File: config.mk
export PLATFORM = sky130hd
export DESIGN_NAME = pulse_rate_meter_with_decay
export DESIGN_NICKNAME = d
export VERILOG_FILES = /design/src/rtl/core/prm_pkg.sv /design/src/rtl/core/prm_divider.sv /design/src/rtl/core/pulse_rate_meter_with_decay.sv
export SDC_FILE = /design/constraint.sdc
export NUM_CORES = 1
export LEC_CHECK = 0
export ABC_CLOCK_PERIOD_IN_PS = 5600
export BUFFER_PORTS_ARGS = -buffer_cell sky130_fd_sc_hd__buf_2
export CAP_MARGIN = 15
export CORE_MARGIN = 2
export CORE_UTILIZATION = 55
export DETAILED_ROUTE_END_ITERATION = 16
export GPL_TIMING_DRIVEN = 0
export PLACE_DENSITY = 0.85
export SYNTH_ARGS = -nofsm -noshare
export SYNTH_HDL_FRONTEND = slang
export SYNTH_HIERARCHICAL = 1
export SYNTH_SLANG_ARGS = --single-unit
File: constraint.sdc
create_clock -name clk -period 5.6 [get_ports clk]
set_input_delay 0.84 -clock clk [delete_from_list [all_inputs] [get_ports clk]]
set_output_delay 0.84 -clock clk [all_outputs]
set_load 0.02 [all_outputs]
File: src/rtl/core/prm_pkg.sv
// Package for the pulse rate meter: sizes, constants, sequencer states and register indexes.
// Used by prm_divider, pulse_rate_meter_with_decay and the testbench; depends on nothing.
package prm_pkg;

    localparam int WINDOW = 3;
    localparam int RIDX_W = (WINDOW > 1) ? $clog2(WINDOW) : 1;
    localparam int COUNT_W = $clog2(WINDOW + 1);
    localparam int PERIOD_W = 16;
    localparam int SUM_W = PERIOD_W + COUNT_W;
    localparam int DEN_W = SUM_W + 3;
    localparam int NUM_W = 27 + COUNT_W;
    localparam int TIME_W = 32;
    localparam int LEVEL_W = 16;
    localparam int PCT_W = 7;
    localparam int CFG_IDX_W = 3;
    localparam int CFG_DATA_W = 16;

    localparam logic [PERIOD_W-1:0] RING_RESET_VALUE = 16'd10000;
    localparam logic [PERIOD_W-1:0] PERIOD_MAX = 16'hFFFF;
    localparam logic [LEVEL_W-1:0] LEVEL_MAX = 16'd27306;
    localparam logic [26:0] RATE_SCALE = 27'd81920000;
    localparam logic [6:0] PCT_SCALE = 7'd100;
    localparam logic [8:0] PCT_ODD = 9'd166;
    localparam logic [8:0] PCT_MAX = 9'd100;

    localparam logic [7:0] QUALIFY_RESET = 8'd5;
    localparam logic [15:0] MIN_PERIOD_RESET = 16'd100;
    localparam logic [15:0] DECAY_DELAY_RESET = 16'd1500;
    localparam logic [15:0] DECAY_STEP_RESET = 16'd250;
    localparam logic [7:0] DECAY_FACTOR_RESET = 8'd179;
    localparam logic [15:0] REPORT_RESET = 16'd250;

    typedef enum logic [2:0] {
        ST_IDLE,
        ST_EDGE,
        ST_SUM,
        ST_DIV_START,
        ST_DIV_WAIT,
        ST_DECAY,
        ST_REPORT,
        ST_DONE
    } prm_state_t;

    typedef enum logic [CFG_IDX_W-1:0] {
        REG_QUALIFY = 3'd0,
        REG_MIN_PERIOD = 3'd1,
        REG_DECAY_DELAY = 3'd2,
        REG_DECAY_STEP = 3'd3,
        REG_DECAY_FACTOR = 3'd4,
        REG_REPORT = 3'd5
    } prm_cfg_reg_t;

    typedef struct packed {
        logic start;
        logic [NUM_W-1:0] num;
        logic [DEN_W-1:0] den;
    } prm_div_req_t;

endpackage

File: src/rtl/core/prm_divider.sv
// Restoring divider that produces one quotient bit per cycle.
// Depends on prm_pkg for operand widths and the request struct.
module prm_divider
    import prm_pkg::*;
(
    input  logic clk,
    input  logic rst_n,
    input  prm_div_req_t req,
    output logic done,
    output logic [NUM_W-1:0] quot
);

    localparam int ITER_W = $clog2(NUM_W + 1);

    logic [NUM_W-1:0] quot_reg;
    logic [DEN_W-1:0] rem_reg;
    logic [DEN_W-1:0] den_reg;
    logic [ITER_W-1:0] iter_reg;
    logic busy_reg;
    logic done_reg;
    logic [DEN_W:0] trial;
    logic [DEN_W:0] diff;
    logic fits;

    assign trial = {rem_reg, quot_reg[NUM_W-1]};
    assign diff = trial - {1'b0, den_reg};
    assign fits = trial >= {1'b0, den_reg};

    always_ff @(posedge clk or negedge rst_n)
    begin
        if (!rst_n)
        begin
            busy_reg <= 1'b0;
            done_reg <= 1'b0;
            iter_reg <= '0;
        end
        else
        begin
            done_reg <= 1'b0;
            if (req.start)
            begin
                busy_reg <= 1'b1;
                iter_reg <= '0;
            end
            else if (busy_reg)
            begin
                iter_reg <= iter_reg + 1'b1;
                if (iter_reg == ITER_W'(NUM_W - 1))
                begin
                    busy_reg <= 1'b0;
                    done_reg <= 1'b1;
                end
            end
        end
    end

    always_ff @(posedge clk)
    begin
        if (req.start)
        begin
            quot_reg <= req.num;
            den_reg <= req.den;
            rem_reg <= '0;
        end
        else if (busy_reg)
        begin
            quot_reg <= {quot_reg[NUM_W-2:0], fits};
            rem_reg <= fits ? diff[DEN_W-1:0] : trial[DEN_W-1:0];
        end
    end

    assign done = done_reg;
    assign quot = quot_reg;

endmodule

File: src/rtl/core/pulse_rate_meter_with_decay.sv
// Top level of the pulse rate meter with idle decay: one switch sample per transfer in,
// one result transfer out. Depends on prm_pkg and prm_divider.
// A tick without a pulse passes the edge, decay and report states; a pulse first sums the
// window ring and, when a ring entry is above the minimum period, runs the one-bit-per-cycle
// divider. Input is not ready while an item is in progress, so a new sample is taken only
// after the last result has gone to the output register, later while the output is stalled.
// Reset is asynchronous and active low; it loads the register defaults and a full ring.
module pulse_rate_meter_with_decay
    import prm_pkg::*;
(
    input  logic clk,
    input  logic rst_n,
    input  logic s_axis_tvalid,
    output logic s_axis_tready,
    input  logic [7:0] s_axis_tdata,    // [0] switch_level, [7:1] zero
    output logic m_axis_tvalid,
    input  logic m_axis_tready,
    output logic [15:0] m_axis_tdata,   // [6:0] percent, [7] report_now, [8] pulse_taken
    input  logic cfg_valid,
    output logic cfg_ready,
    input  logic [CFG_IDX_W-1:0] cfg_index,
    input  logic [CFG_DATA_W-1:0] cfg_data
);

    prm_state_t state_reg;
    prm_state_t state_next;

    logic [7:0] qualify_reg;
    logic [15:0] min_period_reg;
    logic [15:0] decay_delay_reg;
    logic [15:0] decay_step_reg;
    logic [7:0] decay_factor_reg;
    logic [15:0] report_ms_reg;

    logic [TIME_W-1:0] now_reg;
    logic prev_level_reg;
    logic armed_reg;
    logic cur_reg;
    logic [TIME_W-1:0] edge_time_reg;
    logic [TIME_W-1:0] last_pulse_reg;
    logic [TIME_W-1:0] decay_start_reg;
    logic [TIME_W-1:0] decay_time_reg;
    logic [TIME_W-1:0] report_time_reg;
    logic [PERIOD_W-1:0] ring_reg [WINDOW];
    logic [RIDX_W-1:0] ring_idx_reg;
    logic [RIDX_W-1:0] sum_idx_reg;
    logic [SUM_W-1:0] sum_reg;
    logic [COUNT_W-1:0] count_reg;
    logic [LEVEL_W-1:0] level_reg;
    logic [PCT_W-1:0] percent_reg;
    logic report_reg;
    logic pulse_reg;

    logic m_valid_reg;
    logic [15:0] m_data_reg;

    logic rising;
    logic pulse_hit;
    logic [TIME_W-1:0] period_full;
    logic [PERIOD_W-1:0] period_sat;
    logic [TIME_W-1:0] since_start;
    logic [TIME_W-1:0] since_step;
    logic [TIME_W-1:0] since_report;
    logic decay_hit;
    logic report_hit;
    logic [LEVEL_W+7:0] decay_prod;
    logic [LEVEL_W+6:0] pct_prod;
    logic [8:0] pct_raw;
    logic [PCT_W-1:0] pct_final;
    logic [PERIOD_W-1:0] ring_rd;
    logic out_free;

    prm_div_req_t div_req;
    logic div_done;
    logic [NUM_W-1:0] div_quot;

    prm_divider u_div (
        .clk (clk),
        .rst_n (rst_n),
        .req (div_req),
        .done (div_done),
        .quot (div_quot)
    );

    assign rising = cur_reg && !prev_level_reg;
    assign pulse_hit = cur_reg && armed_reg && !rising
                       && ((now_reg - edge_time_reg) > TIME_W'(qualify_reg));
    assign period_full = now_reg - last_pulse_reg;
    assign period_sat = (period_full > TIME_W'(PERIOD_MAX)) ? PERIOD_MAX
                                                            : period_full[PERIOD_W-1:0];
    assign since_start = now_reg - decay_start_reg;
    assign since_step = now_reg - decay_time_reg;
    assign since_report = now_reg - report_time_reg;
    assign decay_hit = (since_start > TIME_W'(decay_delay_reg))
                       && (since_step > TIME_W'(decay_step_reg));
    assign report_hit = since_report > TIME_W'(report_ms_reg);
    assign decay_prod = (LEVEL_W+8)'(level_reg) * (LEVEL_W+8)'(decay_factor_reg);
    assign pct_prod = (LEVEL_W+7)'(level_reg) * (LEVEL_W+7)'(PCT_SCALE);
    assign pct_raw = pct_prod[LEVEL_W+6:14];
    assign ring_rd = ring_reg[sum_idx_reg];
    assign out_free = !m_valid_reg || m_axis_tready;

    always_comb
    begin
        if (pct_raw == PCT_ODD)
        begin
            pct_final = '0;
        end
        else if (pct_raw > PCT_MAX)
        begin
            pct_final = PCT_W'(PCT_MAX);
        end
        else
        begin
            pct_final = pct_raw[PCT_W-1:0];
        end
    end

    always_comb
    begin
        div_req.start = (state_reg == ST_DIV_START) && (count_reg != '0);
        div_req.num = NUM_W'(RATE_SCALE) * NUM_W'(count_reg);
        div_req.den = DEN_W'({sum_reg, 2'b00}) + DEN_W'({sum_reg, 1'b0});
    end

    always_ff @(posedge clk or negedge rst_n)
    begin
        if (!rst_n)
        begin
            state_reg <= ST_IDLE;
        end
        else
        begin
            state_reg <= state_next;
        end
    end

    always_comb
    begin
        state_next = state_reg;
        unique case (state_reg)
            ST_IDLE:
            begin
                if (s_axis_tvalid)
                begin
                    state_next = ST_EDGE;
                end
            end
            ST_EDGE:
            begin
                state_next = pulse_hit ? ST_SUM : ST_DECAY;
            end
            ST_SUM:
            begin
                if (sum_idx_reg == RIDX_W'(WINDOW - 1))
                begin
                    state_next = ST_DIV_START;
                end
            end
            ST_DIV_START:
            begin
                state_next = (count_reg == '0) ? ST_DECAY : ST_DIV_WAIT;
            end
            ST_DIV_WAIT:
            begin
                if (div_done)
                begin
                    state_next = ST_DECAY;
                end
            end
            ST_DECAY:
            begin
                state_next = ST_REPORT;
            end
            ST_REPORT:
            begin
                state_next = ST_DONE;
            end
            ST_DONE:
            begin
                if (out_free)
                begin
                    state_next = ST_IDLE;
                end
            end
            default:
            begin
                state_next = ST_IDLE;
            end
        endcase
    end

    always_ff @(posedge clk or negedge rst_n)
    begin
        if (!rst_n)
        begin
            qualify_reg <= QUALIFY_RESET;
            min_period_reg <= MIN_PERIOD_RESET;
            decay_delay_reg <= DECAY_DELAY_RESET;
            decay_step_reg <= DECAY_STEP_RESET;
            decay_factor_reg <= DECAY_FACTOR_RESET;
            report_ms_reg <= REPORT_RESET;
        end
        else if (cfg_valid)
        begin
            unique case (prm_cfg_reg_t'(cfg_index))
                REG_QUALIFY: qualify_reg <= cfg_data[7:0];
                REG_MIN_PERIOD: min_period_reg <= cfg_data;
                REG_DECAY_DELAY: decay_delay_reg <= cfg_data;
                REG_DECAY_STEP: decay_step_reg <= cfg_data;
                REG_DECAY_FACTOR: decay_factor_reg <= cfg_data[7:0];
                REG_REPORT: report_ms_reg <= cfg_data;
                default: ;
            endcase
        end
    end

    always_ff @(posedge clk or negedge rst_n)
    begin
        if (!rst_n)
        begin
            now_reg <= '0;
            prev_level_reg <= 1'b0;
            armed_reg <= 1'b0;
            cur_reg <= 1'b0;
            edge_time_reg <= '0;
            last_pulse_reg <= '0;
            decay_start_reg <= '0;
            decay_time_reg <= '0;
            report_time_reg <= '0;
            for (int k = 0; k < WINDOW; k++)
            begin
                ring_reg[k] <= RING_RESET_VALUE;
            end
            ring_idx_reg <= '0;
            sum_idx_reg <= '0;
            sum_reg <= '0;
            count_reg <= '0;
            level_reg <= '0;
            percent_reg <= '0;
            report_reg <= 1'b0;
            pulse_reg <= 1'b0;
            m_valid_reg <= 1'b0;
            m_data_reg <= '0;
        end
        else
        begin
            if (m_valid_reg && m_axis_tready)
            begin
                m_valid_reg <= 1'b0;
            end
            unique case (state_reg)
                ST_IDLE:
                begin
                    if (s_axis_tvalid)
                    begin
                        cur_reg <= s_axis_tdata[0];
                        report_reg <= 1'b0;
                        pulse_reg <= 1'b0;
                    end
                end
                ST_EDGE:
                begin
                    prev_level_reg <= cur_reg;
                    sum_idx_reg <= '0;
                    sum_reg <= '0;
                    count_reg <= '0;
                    if (rising)
                    begin
                        edge_time_reg <= now_reg;
                        armed_reg <= 1'b1;
                    end
                    if (pulse_hit)
                    begin
                        last_pulse_reg <= now_reg;
                        decay_start_reg <= now_reg;
                        decay_time_reg <= now_reg;
                        ring_reg[ring_idx_reg] <= period_sat;
                        ring_idx_reg <= (ring_idx_reg == RIDX_W'(WINDOW - 1))
                                        ? '0 : ring_idx_reg + 1'b1;
                        armed_reg <= 1'b0;
                        pulse_reg <= 1'b1;
                    end
                end
                ST_SUM:
                begin
                    if (ring_rd > min_period_reg)
                    begin
                        sum_reg <= sum_reg + SUM_W'(ring_rd);
                        count_reg <= count_reg + 1'b1;
                    end
                    sum_idx_reg <= sum_idx_reg + 1'b1;
                end
                ST_DIV_START:
                begin
                    if (count_reg == '0)
                    begin
                        level_reg <= '0;
                    end
                end
                ST_DIV_WAIT:
                begin
                    if (div_done)
                    begin
                        level_reg <= (div_quot > NUM_W'(LEVEL_MAX)) ? LEVEL_MAX
                                                                   : div_quot[LEVEL_W-1:0];
                    end
                end
                ST_DECAY:
                begin
                    if (decay_hit)
                    begin
                        decay_time_reg <= now_reg;
                        level_reg <= decay_prod[LEVEL_W+7:8];
                    end
                end
                ST_REPORT:
                begin
                    if (report_hit)
                    begin
                        report_time_reg <= now_reg;
                        percent_reg <= pct_final;
                        report_reg <= 1'b1;
                    end
                end
                ST_DONE:
                begin
                    if (out_free)
                    begin
                        now_reg <= now_reg + 1'b1;
                        m_valid_reg <= 1'b1;
                        m_data_reg <= {7'd0, pulse_reg, report_reg, percent_reg};
                    end
                end
                default: ;
            endcase
        end
    end

    assign s_axis_tready = (state_reg == ST_IDLE);
    assign m_axis_tvalid = m_valid_reg;
    assign m_axis_tdata = m_data_reg;
    assign cfg_ready = 1'b1;

endmodule

==> metrics.md, run 1 <==
| Metric | Value |
|---|---|
| Failing checks | negative setup slack |
| Sequential share of power | 0.229 |
| Skew-Pair Late Insertion Delay | 0.63 ns |
| CP max-delay cell | dfrtp_1 |
| Largest net degree at the start of global routing | 115 |
| Crit. End Element | flip-flop |
| Placer Congestion | 0.914 |
| Vias in the first global route | 28400 |
| Area share of the largest cell type after synthesis | 0.229 |
| Tmin final | 6.26 ns |
| Post-Syn Area | 34600 um2 |
| Avg Inst Size Synth | 9.19 um2 |
| Main flop type after synthesis | dfrtp_1 |
| Die Area | 64800 um2 |
| Die width | 255 um |
| Max-slew violations | 0 |
| Status | complete, but fails checks |
| CTS root buf | clkbuf_16 |
| Final setup margin | -0.659 ns |
| Crit path max fanout | 5 |
| Seq cells post-synth | 431 |
| Final hold violation count | 0 |
| Most numerous cell in the Yosys netlist | inv_1 |
| Sw Pwr | 8160 uW |
| Max reg flops | 48 |
| Final core utilization | 0.622 |
| Area leader, netlist | dfrtp_1 |
| CP top delay family | simple AND/OR/NAND/NOR gates |
| GRT overflow | 0 |
| I/O Pins | 51 |
| Commonest cells post-synth | inv_1, ha_1, dfrtp_1 |
| Via density | 6.03 |
| Longest Clk Path Bufs | 3 |
| LEAKAGE | 0.0189 uW |
| DR pass1 iterations | 8 |
| Hold Path Class | input port to async pin |
| Starting Density | 0.558 |
| Share of post-route cells with drive strength above 1 | 0.131 |
| Cell Pwr Density | 482 nW/um2 |
| Crit Path Class | flip-flop to flip-flop |
| Total CTS buffers | 48 |
| Post-route clock skew | 0.0286 ns |
| Max Cap Violations | 0 |
| DRT antenna net count | 0 |
| Post-Synthesis Cells | 3759 |
| Area Overhead vs Synth | 11.5% |
| Max_slew headroom | 0.260 |
| WP data required | 6.11 ns |
| Clock-pin slew on the worst setup and hold paths | 0.06 ns |
| Routed wire length | 91800 um |
| CP arrival | 6.77 ns |
| Top routing layer used | met5 |
| Routed length on met3 | 6690 um |
| Fmax | 160 MHz |
| DR DRC count | 0 |
| Clk pwr share | 0.175 |
| Startpoint Class | flip-flop |
| Tightest Pin Transition | 1.10 ns |
| CTS tree | yes |
| Sw Share | 0.439 |
| First-pass GRT wire length | 143000 um |
| Top post-synthesis cells by area | dfrtp_1, ha_1, mux2_2 |
| Fin nets | 4395 |
| Wire per inst | 19.2 um |
| Gate power share | 0.596 |
| Unrepaired setup endpoints after global routing | true |
| Initial antenna violation count | 2 |
| Initial DRC count | 2711 |
| CP max stage delay | 0.49 ns |
| DRT met1 WL | 36500 um |
| Post-DP HPWL | 64300 um |
| Async set-reset flop share out of synthesis | 0.835 |
| CTS HTree Levels | 2 |
| Routed wl met2 | 42900 um |
| P_int | 10400 uW |
| Final setup fails | 48 |
| Die H | 255 um |
| Cell variety after synth | 94 |
| Seq/Total Area, Yosys | 0.318 |
| Peak supply drop | 315 uV |
| PortBufs | 34 |
| Tcrit/Tclk final | 1.12 |
| YS warnings | 6 |
| Number of synthesized flops with an enable pin | 50 |
| Hold_buf cts | 0 |
| Setup tns final | -28.54 ns |
| # rows | 91 |
| Vias post-DR | 28900 |
| Placed Instances | 4663 |
| Core area | 61900 um2 |
| Critical-path cell list | ha_1, o21a_1, o2111a_1, o41a_1, or2_4, a21oi_4, nor2_2, xor2_1, ha_1, nand4_1, or4_4, a21oi_4, a211o_1, o22ai_4, or4bb_1, or4_1, or4_4, nor4_4, a211oi_4, a211o_1, buf_6, buf_12, mux2_4 |
| Finished Layout Cells | 4787 |
| CTS sink count | 431 |
| WP buf/inv | 2 |
| GR Util All Layers | 0.273 |
==> through the flow <==
step           power [uW]  area, um2  hold slack (ns)  setup slack, ns
4_1_cts             17700      38200            0.140           -0.540
3_5_place_dp        13700      36000            0.458            -2.29
2_1_floorplan       11400      34700            0.444           0.0478
3_3_place_gp        13300      35900            0.453            -3.31
5_1_grt             19800      38500            0.181           -0.757
6_report            18600      38500            0.134           -0.659
==> timing repair <==
action | in CTS | in global routing
setup endpoints to repair | 170 | 171
resized for setup | 90 | 59
gates cloned | 2 | 1
endpoints found under the hold margin | 0 | 0
pin swaps | 22 | 17
setup buffers | 25 | 8
==> power groups by stage <==
stage	Combinational (uW)	Sequential [uW]	Clock [uW]
finish	11100	4260	3250
global route	12100	4310	3410
CTS	10200	4220	3270
detailed placement	9420	4300	0
global placement	9030	4270	0
floorplan	7250	4140	0
==> per-layer routing <==
layer  vias up  track usage
met5         -            0
met4         2        0.146
met3       383       0.0459
met2      1196        0.459
met1     14000        0.336
li1      13300            -
==> layout make-up <==
class                   count  area [um2]
fillers                  4788       23400
multi-input cells        2732       21700
flip-flops and latches    431       11000
inverters                 488        1830
clock buffers              70        1380
well taps                 837        1050
repair buffers             78         668
plain buffers             132         652
clock inverters            17         221
diodes                      2        5.00
==> layout by cell type (no fill, tap or decap), types with 57 or more instances in the layout <==
cell,Yosys,layout
and2_1,122,121
mux2i_1,85,83
o21ai_0,245,243
xnor2_1,112,112
nor2_1,193,188
nand2_1,300,299
a21oi_1,190,184
nand3_1,57,57
clkbuf_1,96,101
mux2_2,185,156
dfrtp_1,316,307
ha_1,352,344
fa_1,100,99
a21o_1,83,83
inv_1,488,485
==> final timing paths <==
check	end	slack [ns]	depth (start not counted)	startpoint
max	level_reg[13]	-0.66	23	now_reg[5]
min	report_time_reg[29]	0.13	1	rst_n
max reg2reg	level_reg[13]	-0.66	23	now_reg[5]
min reg2reg	ring_reg[45]	0.47	2	ring_reg[45]
max in group asynchronous	ring_reg[8]	3.61	4	rst_n
min in group clk	ring_reg[45]	0.47	2	ring_reg[45]
==> logic make-up (layout without fill, tap and decap cells) <==
group	count (synthesis)	count (layout)	share of synthesized area
other cells	2	31	0.000217
buf+inv	623	785	0.0696
mux	279	279	0.0888
flops	431	431	0.318
compound gates	842	842	0.157
simple gates	966	966	0.139
fa+ha+maj	452	452	0.185
xor+xnor	164	164	0.0418
No activity file was read; power rests on OpenSTA's default activity.
==> run 2: changes to the inputs <==
--- a/config.mk
+++ b/config.mk
@@ -6,7 +6,7 @@
 export NUM_CORES = 1
 export LEC_CHECK = 0
 export ABC_CLOCK_PERIOD_IN_PS = 5600
-export BUFFER_PORTS_ARGS = -buffer_cell sky130_fd_sc_hd__buf_2
+export BUFFER_PORTS_ARGS = -buffer_cell sky130_fd_sc_hd__clkbuf_2
 export CAP_MARGIN = 15
 export CORE_MARGIN = 2
 export CORE_UTILIZATION = 55
==> metrics.md, run 2 (synthesized netlist as in run 1, its figures left out) <==
| Metric | Value |
|---|---|
| Status | complete, but fails checks |
| Failing checks | negative setup slack |
| # fillers | 4856 (+1.4%) |
| Final setup margin | -0.605 ns (+0.0541 ns) |
| Critical-path cell list | ha_4, nor2b_4, o31a_1, o41a_1, or2_4, o21a_1, nor2_1, xnor2_1, ha_1, nand4_1, or4_4, a21oi_2, a211o_1, o22ai_2, or4bb_1, or4_1, or4_4, nor4_4, a211oi_4, nor2_2, buf_6, buf_12, buf_8, mux2_2 |
| P_int | 10200 uW (-1.8%) |
| Vias in the first global route | 28100 (-0.93%) |
| Starting Density | 0.558 (unchanged) |
| Setup tns final | -26.32 ns (+2.22 ns) |
| Post-DP HPWL | 64400 um (+0.27%) |
| Post-route clock skew | 0.0401 ns (+0.0115 ns) |
| Most frequent cells in the layout | inv_1, ha_1, dfrtp_1, nand2_1, o21ai_0 |
| Initial DRC count | 2435 (-10%) |
| Crit path max fanout | 5 (unchanged) |
| Max Cap Violations | 0 (unchanged) |
| Tightest Pin Transition | 1.10 ns (-0.00487 ns) |
| Finished Layout Cells | 4789 (+0.042%) |
| First-pass GRT wire length | 143000 um (+0.16%) |
| Final setup fails | 48 (unchanged) |
| Hold Path Class | input port to async pin |
| WP buf/inv | 3 (+1) |
| Core area | 61900 um2 (unchanged) |
| Sw Share | 0.437 (-0.00166) |
| CTS tree | yes |
| Placer Congestion | 0.940 (+2.9%) |
| Wire per inst | 18.8 um (-2.2%) |
| Critical register-to-register path endpoint | decay_time_reg[14] |
| DRT antenna net count | 0 (unchanged) |
| Vias post-DR | 28600 (-0.90%) |
| I/O Pins | 51 (unchanged) |
| WP data required | 6.09 ns (-0.02 ns) |
| Hold_buf cts | 0 (unchanged) |
| CP max stage delay | 0.46 ns (-0.03 ns) |
| Initial antenna violation count | 3 (+1) |
| Commonest non-fill, non-tap cell in the layout | inv_1 |
| Final core utilization | 0.619 (-0.00275) |
| Reg2reg start | now_reg[1] |
| Final hold violation count | 0 (unchanged) |
| Area Overhead vs Synth | 11.1% |
| Via density | 5.97 (-0.94%) |
| Crit Path Class | flip-flop to flip-flop |
| Cell Pwr Density | 474 nW/um2 (-1.6%) |
| Setup slack, reg-to-reg | -0.60 ns (+0.05 ns) |
| CTS sink count | 431 (unchanged) |
| GR Util All Layers | 0.273 (about the same) |
| Routed wire length | 89800 um (-2.2%) |
| Gate power share | 0.593 (-0.003) |
| Max_slew headroom | 0.266 (+0.00620) |
| Total CTS buffers | 48 (unchanged) |
| PortBufs | 34 (unchanged) |
| GRT overflow | 0 (unchanged) |
| Worst r2r path cells | 24 (+4.3%) |
| Max reg flops | 48 (unchanged) |
| Tmin final | 6.20 ns (-0.0541 ns) |
| CTS root buf | clkbuf_16 |
| CTS HTree Levels | 2 (unchanged) |
| Die H | 255 um (unchanged) |
| Die width | 255 um (unchanged) |
| Post-layout instance area | 38400 um2 (-0.44%) |
| Tcrit/Tclk final | 1.11 (-0.00967) |
| CP top delay family | simple AND/OR/NAND/NOR gates |
| Clk pwr share | 0.173 (-0.002) |
| Placed Instances | 4663 (unchanged) |
| Sequential share of power | 0.233 (+0.004) |
| Crit. End Element | flip-flop |
| DR pass1 iterations | 6 (-2) |
| Clock-pin slew on the worst setup and hold paths | 0.07 ns (about the same) |
| CP most frequent cell | or4_4 |
| Skew-Pair Late Insertion Delay | 0.63 ns (about the same) |
| DR DRC count | 0 (unchanged) |
| Hold WS | 0.207 ns (+0.0733 ns) |
| LEAKAGE | 0.0188 uW (-0.40%) |
| CP max-delay cell | dfrtp_2 |
| Unrepaired setup endpoints after global routing | true |
| Startpoint Class | flip-flop |
| Die Area | 64800 um2 (unchanged) |
| Sw Pwr | 7960 uW (-2.4%) |
| Fin nets | 4395 (unchanged) |
| Placed cell area | 36000 um2 (about the same) |
| Longest Clk Path Bufs | 3 (unchanged) |
| Fmax | 161 MHz (+0.87%) |
| Peak supply drop | 317 uV (+0.53%) |
| # rows | 91 (unchanged) |
| CP arrival | 6.69 ns (-0.08 ns) |
| Share of post-route cells with drive strength above 1 | 0.129 (-0.00187) |
| Max-slew violations | 0 (unchanged) |
| Largest net degree at the start of global routing | 108 (-6.1%) |
run 2: power by group through the flow:
stage / registers [uW] / clock network [uW] / logic [uW]
after detailed placement: 4300 / 0 / 9400
after CTS: 4230 / 3180 / 10200
final: 4250 / 3150 / 10800
after floorplan: 4140 / 0 / 7250
after global placement: 4270 / 0 / 9040
after global routing: 4300 / 3320 / 11900
run 2: worst max-delay path by stage:
stage	start	to	slack (ns)	cells after the start
3_5_place_dp	now_reg[0]	decay_time_reg[30]	-2.23	23
5_1_grt	decay_time_reg[1]	decay_time_reg[18]	-0.74	25
6_report	now_reg[1]	decay_time_reg[14]	-0.60	24
4_1_cts	now_reg[1]	decay_time_reg[14]	-0.55	23
2_1_floorplan	now_reg[0]	decay_time_reg[24]	0.05	23
3_3_place_gp	rst_n	sum_reg[17]	-4.19	1
run 2: per-layer routing:
layer	GRT usage	share of wire	vias to the layer above
met3	0.0405	0.062	312
met5	0	0.00012	-
li1	-	-	13300
met4	0.131	0.051	2
met2	0.461	0.48	1020
met1	0.343	0.41	14000
run 2: cell type report:
cell class / instances / area, um2 / share of cell area
Multi-Input combinational cell: 2732 / 21700 / 0.565
Antenna cell: 1 / 2.50 / 0.0000652
Tap cell: 837 / 1050 / 0.0273
Inverter: 488 / 1830 / 0.0478
Sequential cell: 431 / 11000 / 0.287
Timing Repair Buffer: 77 / 629 / 0.0164
Clock inverter: 21 / 194 / 0.00505
Buffer: 133 / 647 / 0.0169
Clock buffer: 69 / 1360 / 0.0354
run 2: repair_timing:
item,CTS,global route
gates cloned,2,0
setup endpoints to repair,170,168
hold endpoints to repair,0,0
gates resized for setup,90,51
buffers inserted,25,9
pin swaps,19,14
run 2: per-stage QoR:
stage | power [uW] | worst slack, ns
6_report | 18200 | -0.605
3_3_place_gp | 13300 | -4.19
4_1_cts | 17600 | -0.551
2_1_floorplan | 11400 | 0.0478
5_1_grt | 19500 | -0.743
3_5_place_dp | 13700 | -2.23
